<file path="config.mk">
export PLATFORM = sky130hd
export DESIGN_NAME = sorted_list_table
export DESIGN_NICKNAME = d
export VERILOG_FILES = /design/src/sv/slt_pkg.sv /design/src/sv/slt_cell.sv /design/src/sv/sorted_list_table.sv
export SDC_FILE = /design/constraint.sdc
export NUM_CORES = 2
export LEC_CHECK = 0
export BUFFER_PORTS_ARGS = -buffer_cell sky130_fd_sc_hd__buf_2
export CAP_MARGIN = 20
export CORE_MARGIN = 8
export CORE_UTILIZATION = 30
export CTS_CLUSTER_DIAMETER = 100
export DETAILED_ROUTE_END_ITERATION = 6
export GPL_ROUTABILITY_DRIVEN = 0
export PLACE_DENSITY = 0.46
export SYNTH_ARGS = -nofsm -noshare
export SYNTH_HDL_FRONTEND = slang
export SYNTH_HIERARCHICAL = 1
export SYNTH_SLANG_ARGS = --single-unit
</file>
<file path="constraint.sdc">
create_clock -name clk -period 6.6 [get_ports clk]
set_input_delay 0.33 -clock clk [delete_from_list [all_inputs] [get_ports clk]]
set_output_delay 0.33 -clock clk [all_outputs]
set_load 0.1 [all_outputs]
</file>
<file path="src/sv/slt_pkg.sv">
// Shared types and constants for the sorted list table.
// Used by the cell, the top level and the checker; depends on nothing.
package slt_pkg;

  localparam int DATA_W           = 32;
  localparam int MODE_W           = 2;
  localparam int STATUS_W         = 2;
  localparam int POS_W            = 4;
  localparam int COUNT_W          = 5;
  localparam int DEFAULT_CAPACITY = 16;
  localparam int IN_TDATA_W       = 40;
  localparam int OUT_TDATA_W      = 16;

  localparam logic [MODE_W-1:0] MODE_INSERT = 2'd0;
  localparam logic [MODE_W-1:0] MODE_DELETE = 2'd1;
  localparam logic [MODE_W-1:0] MODE_SEARCH = 2'd2;

  localparam logic [STATUS_W-1:0] ST_OK        = 2'd0;
  localparam logic [STATUS_W-1:0] ST_NOT_FOUND = 2'd1;
  localparam logic [STATUS_W-1:0] ST_FULL      = 2'd2;

  typedef struct packed {
    logic                     cmp;
    logic                     ins;
    logic                     del;
    logic signed [DATA_W-1:0] value;
  } slt_ctrl_t;

endpackage

</file>
<file path="src/sv/slt_cell.sv">
// One cell of the sorted list table: holds one entry and its compare flags.
// Depends on slt_pkg.
module slt_cell import slt_pkg::*; (
  input  logic                     clk,
  input  slt_ctrl_t                ctrl,
  input  logic                     occ,
  input  logic                     left_lt,
  input  logic signed [DATA_W-1:0] left_entry,
  input  logic signed [DATA_W-1:0] right_entry,
  output logic signed [DATA_W-1:0] entry,
  output logic                     lt,
  output logic                     first,
  output logic                     hit
);

  logic eq;

  assign first = !lt && left_lt;
  assign hit   = eq && left_lt;

  always_ff @(posedge clk) begin
    if (ctrl.cmp) begin
      lt <= occ && (entry < ctrl.value);
      eq <= occ && (entry == ctrl.value);
    end
    if (ctrl.ins && !lt) begin
      entry <= first ? ctrl.value : left_entry;
    end else if (ctrl.del && !lt) begin
      entry <= right_entry;
    end
  end

endmodule

</file>
<file path="src/sv/sorted_list_table.sv">
// Top level of the sorted list table: request register, sequencer, cell row
// and result register. Depends on slt_pkg and slt_cell.
//
// Usage:
//   Requests arrive on s_tvalid/s_tready/s_tdata (mode, value); each gives
//   one result on m_tvalid/m_tready/m_tdata (status, position, entry_count).
//   Insert places the value before the first stored value not smaller;
//   delete removes the first equal value; search reports it. A full table
//   refuses an insert with status table full.
//   Each request passes through capture, a compare step in which every
//   cell compares its entry with the value, and an update step in which
//   the row shifts one place on an insert or delete and the result
//   register is loaded. The result is registered when the update step
//   completes; a new request is taken only after the previous one has
//   passed the compare and update steps through the cell row.
//   A new request is taken while a result still waits in the output
//   register; if the receiver stalls, the update cycle holds until the
//   waiting result is taken.
//   Reset empties the table at once; no clearing pass is needed.
module sorted_list_table import slt_pkg::*; #(
  parameter int CAPACITY = DEFAULT_CAPACITY
) (
  input  logic                   clk,
  input  logic                   rst,
  input  logic                   s_tvalid,
  output logic                   s_tready,
  input  logic [IN_TDATA_W-1:0]  s_tdata,   // mode[1:0], value[33:2], zero[39:34]
  output logic                   m_tvalid,
  input  logic                   m_tready,
  output logic [OUT_TDATA_W-1:0] m_tdata    // status[1:0], position[5:2], entry_count[10:6]
);

  localparam int IDX_W = (CAPACITY > 1) ? $clog2(CAPACITY) : 1;
  localparam int CNT_W = $clog2(CAPACITY + 1);

  localparam logic [1:0] S_IDLE = 2'd0;
  localparam logic [1:0] S_CMP  = 2'd1;
  localparam logic [1:0] S_UPD  = 2'd2;

  logic [1:0]               state;
  logic [1:0]               state_next;
  logic [MODE_W-1:0]        req_mode;
  logic signed [DATA_W-1:0] req_value;
  logic [CNT_W-1:0]         count;
  logic [CNT_W-1:0]         count_next;
  logic [STATUS_W-1:0]      res_status;
  logic [POS_W-1:0]         res_pos;
  logic [COUNT_W-1:0]       res_count;

  slt_ctrl_t                ctrl;
  logic signed [DATA_W-1:0] entries [CAPACITY];
  logic [CAPACITY-1:0]      occ_vec;
  logic [CAPACITY-1:0]      lt_vec;
  logic [CAPACITY-1:0]      first_vec;
  logic [CAPACITY-1:0]      hit_vec;

  logic                     upd_go;
  logic                     full;
  logic                     found;
  logic [IDX_W-1:0]         pos_idx;
  logic [IDX_W+POS_W-1:0]   pos_ext;
  logic [CNT_W+COUNT_W-1:0] cnt_ext;
  logic [STATUS_W-1:0]      status_next;
  logic [POS_W-1:0]         pos_next;

  assign s_tready = (state == S_IDLE);
  assign upd_go   = (state == S_UPD) && (!m_tvalid || m_tready);
  assign full     = (count == CNT_W'(CAPACITY));
  assign found    = |hit_vec;

  always_comb begin
    pos_idx = '0;
    for (int i = 0; i < CAPACITY; i++) begin
      if (first_vec[i]) begin
        pos_idx = pos_idx | IDX_W'(i);
      end
    end
  end

  assign pos_ext = {{POS_W{1'b0}}, pos_idx};

  always_comb begin
    status_next = ST_NOT_FOUND;
    pos_next    = '0;
    count_next  = count;
    case (req_mode)
      MODE_INSERT: begin
        if (full) begin
          status_next = ST_FULL;
        end else begin
          status_next = ST_OK;
          pos_next    = pos_ext[POS_W-1:0];
          count_next  = count + CNT_W'(1);
        end
      end
      MODE_DELETE, MODE_SEARCH: begin
        if (found) begin
          status_next = ST_OK;
          pos_next    = pos_ext[POS_W-1:0];
          if (req_mode == MODE_DELETE) begin
            count_next = count - CNT_W'(1);
          end
        end
      end
      default: begin
        status_next = ST_NOT_FOUND;
      end
    endcase
  end

  assign cnt_ext = {{COUNT_W{1'b0}}, count_next};

  always_comb begin
    state_next = state;
    unique case (state)
      S_IDLE:  if (s_tvalid) state_next = S_CMP;
      S_CMP:   state_next = S_UPD;
      S_UPD:   if (upd_go) state_next = S_IDLE;
      default: state_next = S_IDLE;
    endcase
  end

  always_ff @(posedge clk) begin
    if (rst) begin
      state    <= S_IDLE;
      count    <= '0;
      m_tvalid <= 1'b0;
    end else begin
      state <= state_next;
      if (upd_go) begin
        count    <= count_next;
        m_tvalid <= 1'b1;
      end else if (m_tready) begin
        m_tvalid <= 1'b0;
      end
    end
  end

  always_ff @(posedge clk) begin
    if (s_tvalid && s_tready) begin
      req_mode  <= s_tdata[MODE_W-1:0];
      req_value <= s_tdata[MODE_W+DATA_W-1:MODE_W];
    end
    if (upd_go) begin
      res_status <= status_next;
      res_pos    <= pos_next;
      res_count  <= cnt_ext[COUNT_W-1:0];
    end
  end

  assign m_tdata = {{(OUT_TDATA_W - STATUS_W - POS_W - COUNT_W){1'b0}},
                    res_count, res_pos, res_status};

  assign ctrl.cmp   = (state == S_CMP);
  assign ctrl.ins   = upd_go && (req_mode == MODE_INSERT) && !full;
  assign ctrl.del   = upd_go && (req_mode == MODE_DELETE) && found;
  assign ctrl.value = req_value;

  for (genvar g = 0; g < CAPACITY; g++) begin : g_cell
    logic                     left_lt;
    logic signed [DATA_W-1:0] left_entry;
    logic signed [DATA_W-1:0] right_entry;

    assign occ_vec[g] = (count > CNT_W'(g));

    if (g == 0) begin : g_head
      assign left_lt    = 1'b1;
      assign left_entry = req_value;
    end else begin : g_body
      assign left_lt    = lt_vec[g-1];
      assign left_entry = entries[g-1];
    end

    if (g == CAPACITY - 1) begin : g_tail
      assign right_entry = entries[g];
    end else begin : g_inner
      assign right_entry = entries[g+1];
    end

    slt_cell u_cell (
      .clk         (clk),
      .ctrl        (ctrl),
      .occ         (occ_vec[g]),
      .left_lt     (left_lt),
      .left_entry  (left_entry),
      .right_entry (right_entry),
      .entry       (entries[g]),
      .lt          (lt_vec[g]),
      .first       (first_vec[g]),
      .hit         (hit_vec[g])
    );
  end

endmodule

</file>
==> run metrics <==
critical path capture point type=flip-flop; Final Skew=0.02401 ns; Boundary Pins=62; die width=395.8 um; Die ar.=0.1566 sq mm; crit path max fanout=64; Filler cells=14.74k; max-slew violations=0; Max-cap violations=0; Hold Vio Cnt, Final=0; leakage dissipation=21.51 nW; Final setup viols=0; Multi-input gate area=0.02267 sq mm; Area Overhead vs Synth=12.35%; TritonCTS Buffers=77; reg2reg path depth=9; Data arrival, critical path=3.88 ns; remaining global-route overflow=0; yosys warns=6; WP data required=6.96 ns; Root Buffer=clkbuf_16; clk slew on worst S/H paths=0.06 ns; Fmax=284.9 MHz; unrepaired setup endpoints after global routing=false; dpl hpwl=89710 um; Initial Utilization=0.3019; met1 Track Usage GR=0.2083; slowest CP cell=nand2b_2; Setup crit end=g_cell[11].u_cell/entry[23]; Pwr Density=193.6 mW/mm^2; Relative slew margins=0.2857; Iter 0 DRT Violations=1705; global routing usage on met3=0.01900; Setup CP Type=reg -> reg; Final min period=3.511 ns; final period utilization=0.5319; drt pass-1 iters=5; antenna violations before repair=2; antenna-violating nets left=0; CTS sink count=597; Avg Inst Size Synth=9.780 sq um; Final Non-Filler Cells=6452; Crit path top cell by count=nand2_1; Hold Path Origin=s_tdata[25]; Worst R2R End=g_cell[11].u_cell/entry[23]; Least-Margin Pin Slew=1.062 ns; post-CTS sizing=0; FP Rows=139; FF/Latch Area=0.01785 sq mm; DR vias=30.71k; first-pass GRT wire length=184900 um; peak supply drop=0.1545 mV; pin count of the biggest net entering global routing=65; Post-Syn Area=0.04327 sq mm; # H-tree levels=3; dpl cells=6271; flop2flop setup slack=3.09 ns; WL per Instance=18.01 um; routed vias/inst=4.760; drt drc=0; hold_buf cts=37; gr busiest metal=met2; Place WS=2.982 ns; CP startpoint=count[0]; crit-path cells=inv_1, ha_1, nand4bb_1, nand2_1, nor2_4, buf_4, nand2b_2, nand2_1, o21ai_0; ratio of cells with drive above 1 in the final layout=0.07936; Setup TNS=0 ns; core area=0.1433 sq mm; input/output buffers=50; vias in the first global route=31.44k; Cells after Synth=4424; Setup crit start kind=flip-flop; GR Util met2=0.2343; WL final=116200 um; Crit path largest cell delay=0.60 ns; Clk Latency, worst-skew pair=0.66 ns; Antenna diodes=0; PnR Total Power=9.410 mW; Hold/Removal Path Class=in -> reg; maximum clock insertion buffer count=3; GRT Total Usage=0.1462; PnR worst setup slack=3.089 ns; CTS tree=yes; Crit Reg-Reg Startpoint=count[0]; buffer count from post-CTS setup fixing=0; fin nets=5054; status=completed; die height=395.8 um
-- layer usage --
layer	up-vias	wire length (um)
li1	15910	-
met1	14250	58470
met4	0	2833
met2	395	51710
met5	-	0
met3	152	3197
-- placed cells by master (no fill, tap or decap), types with 16 or more instances in the layout --
cell / instances
clkinv_1: 25
mux2i_1: 529
a21oi_2: 30
nand2b_2: 17
a21o_1: 33
nand3_1: 50
edfxtp_1: 589
buf_2: 50
nand2b_1: 19
nor3_1: 18
dlygate4sd3_1: 37
o21ai_0: 489
buf_4: 77
and2_1: 16
inv_1: 552
a21oi_1: 240
clkbuf_16: 80
o21ai_1: 115
nand2_1: 654
clkbuf_1: 21
nor2b_1: 20
nand3b_1: 16
nor2_1: 64
nor4_2: 16
nor4_1: 23
nand4_1: 80
o21a_1: 34
ha_1: 521
-- worst min-delay path by stage --
stage | to | cells past startpoint
after floorplan | g_cell[0].left_entry[0] | 0
after global placement | g_cell[0].left_entry[22] | 1
after detailed placement | g_cell[0].left_entry[17] | 1
after CTS | g_cell[0].left_entry[23] | 2
after global routing | g_cell[0].left_entry[21] | 2
final | g_cell[0].left_entry[23] | 2
-- through the flow --
stage               hold WS (ns)  instance area, sq um    util
global route              0.3189                 48610  0.3392
finish                    0.3695                 48610  0.3392
global placement          0.5061                 45810  0.3196
floorplan                 0.4289                 43280       -
detailed placement        0.5081                 45830  0.3198
CTS                       0.3037                 48510  0.3385
-- flip-flops by register name, summed over array words and instances (netlist names) --
| name | count |
|---|---|
| count | 5 |
| g_cell.left_entry | 32 |
| g_cell.u_cell/entry | 512 |
| g_cell.u_cell/eq | 16 |
| g_cell.u_cell/lt | 16 |
| m_tvalid | 1 |
| req_mode | 2 |
| res_count | 5 |
| res_pos | 4 |
| res_status | 2 |
| state | 2 |
-- power by group --
part,internal [mW],switching (mW)
clock,2.29,1.73
combinational,0.423,0.724
sequential,4.20,0.0434
-- worst max-delay path, delay by kind of cell, from the launching register on --
family          cells  cell delay (ns)
simple gates        5             1.69
buf+inv             2             0.57
flops               1             0.55
fa+ha+maj           1             0.26
compound gates      1             0.10
-- layout make-up --
type                    count  area share
clock buffers             101     0.04281
clock inverters            38    0.004762
inverters                 553     0.04270
multi-input cells        3090      0.4665
flip-flops and latches    597      0.3672
well taps                1903     0.04898
repair buffers            170     0.02713
Note: power is estimated with default switching activity, not from simulation.
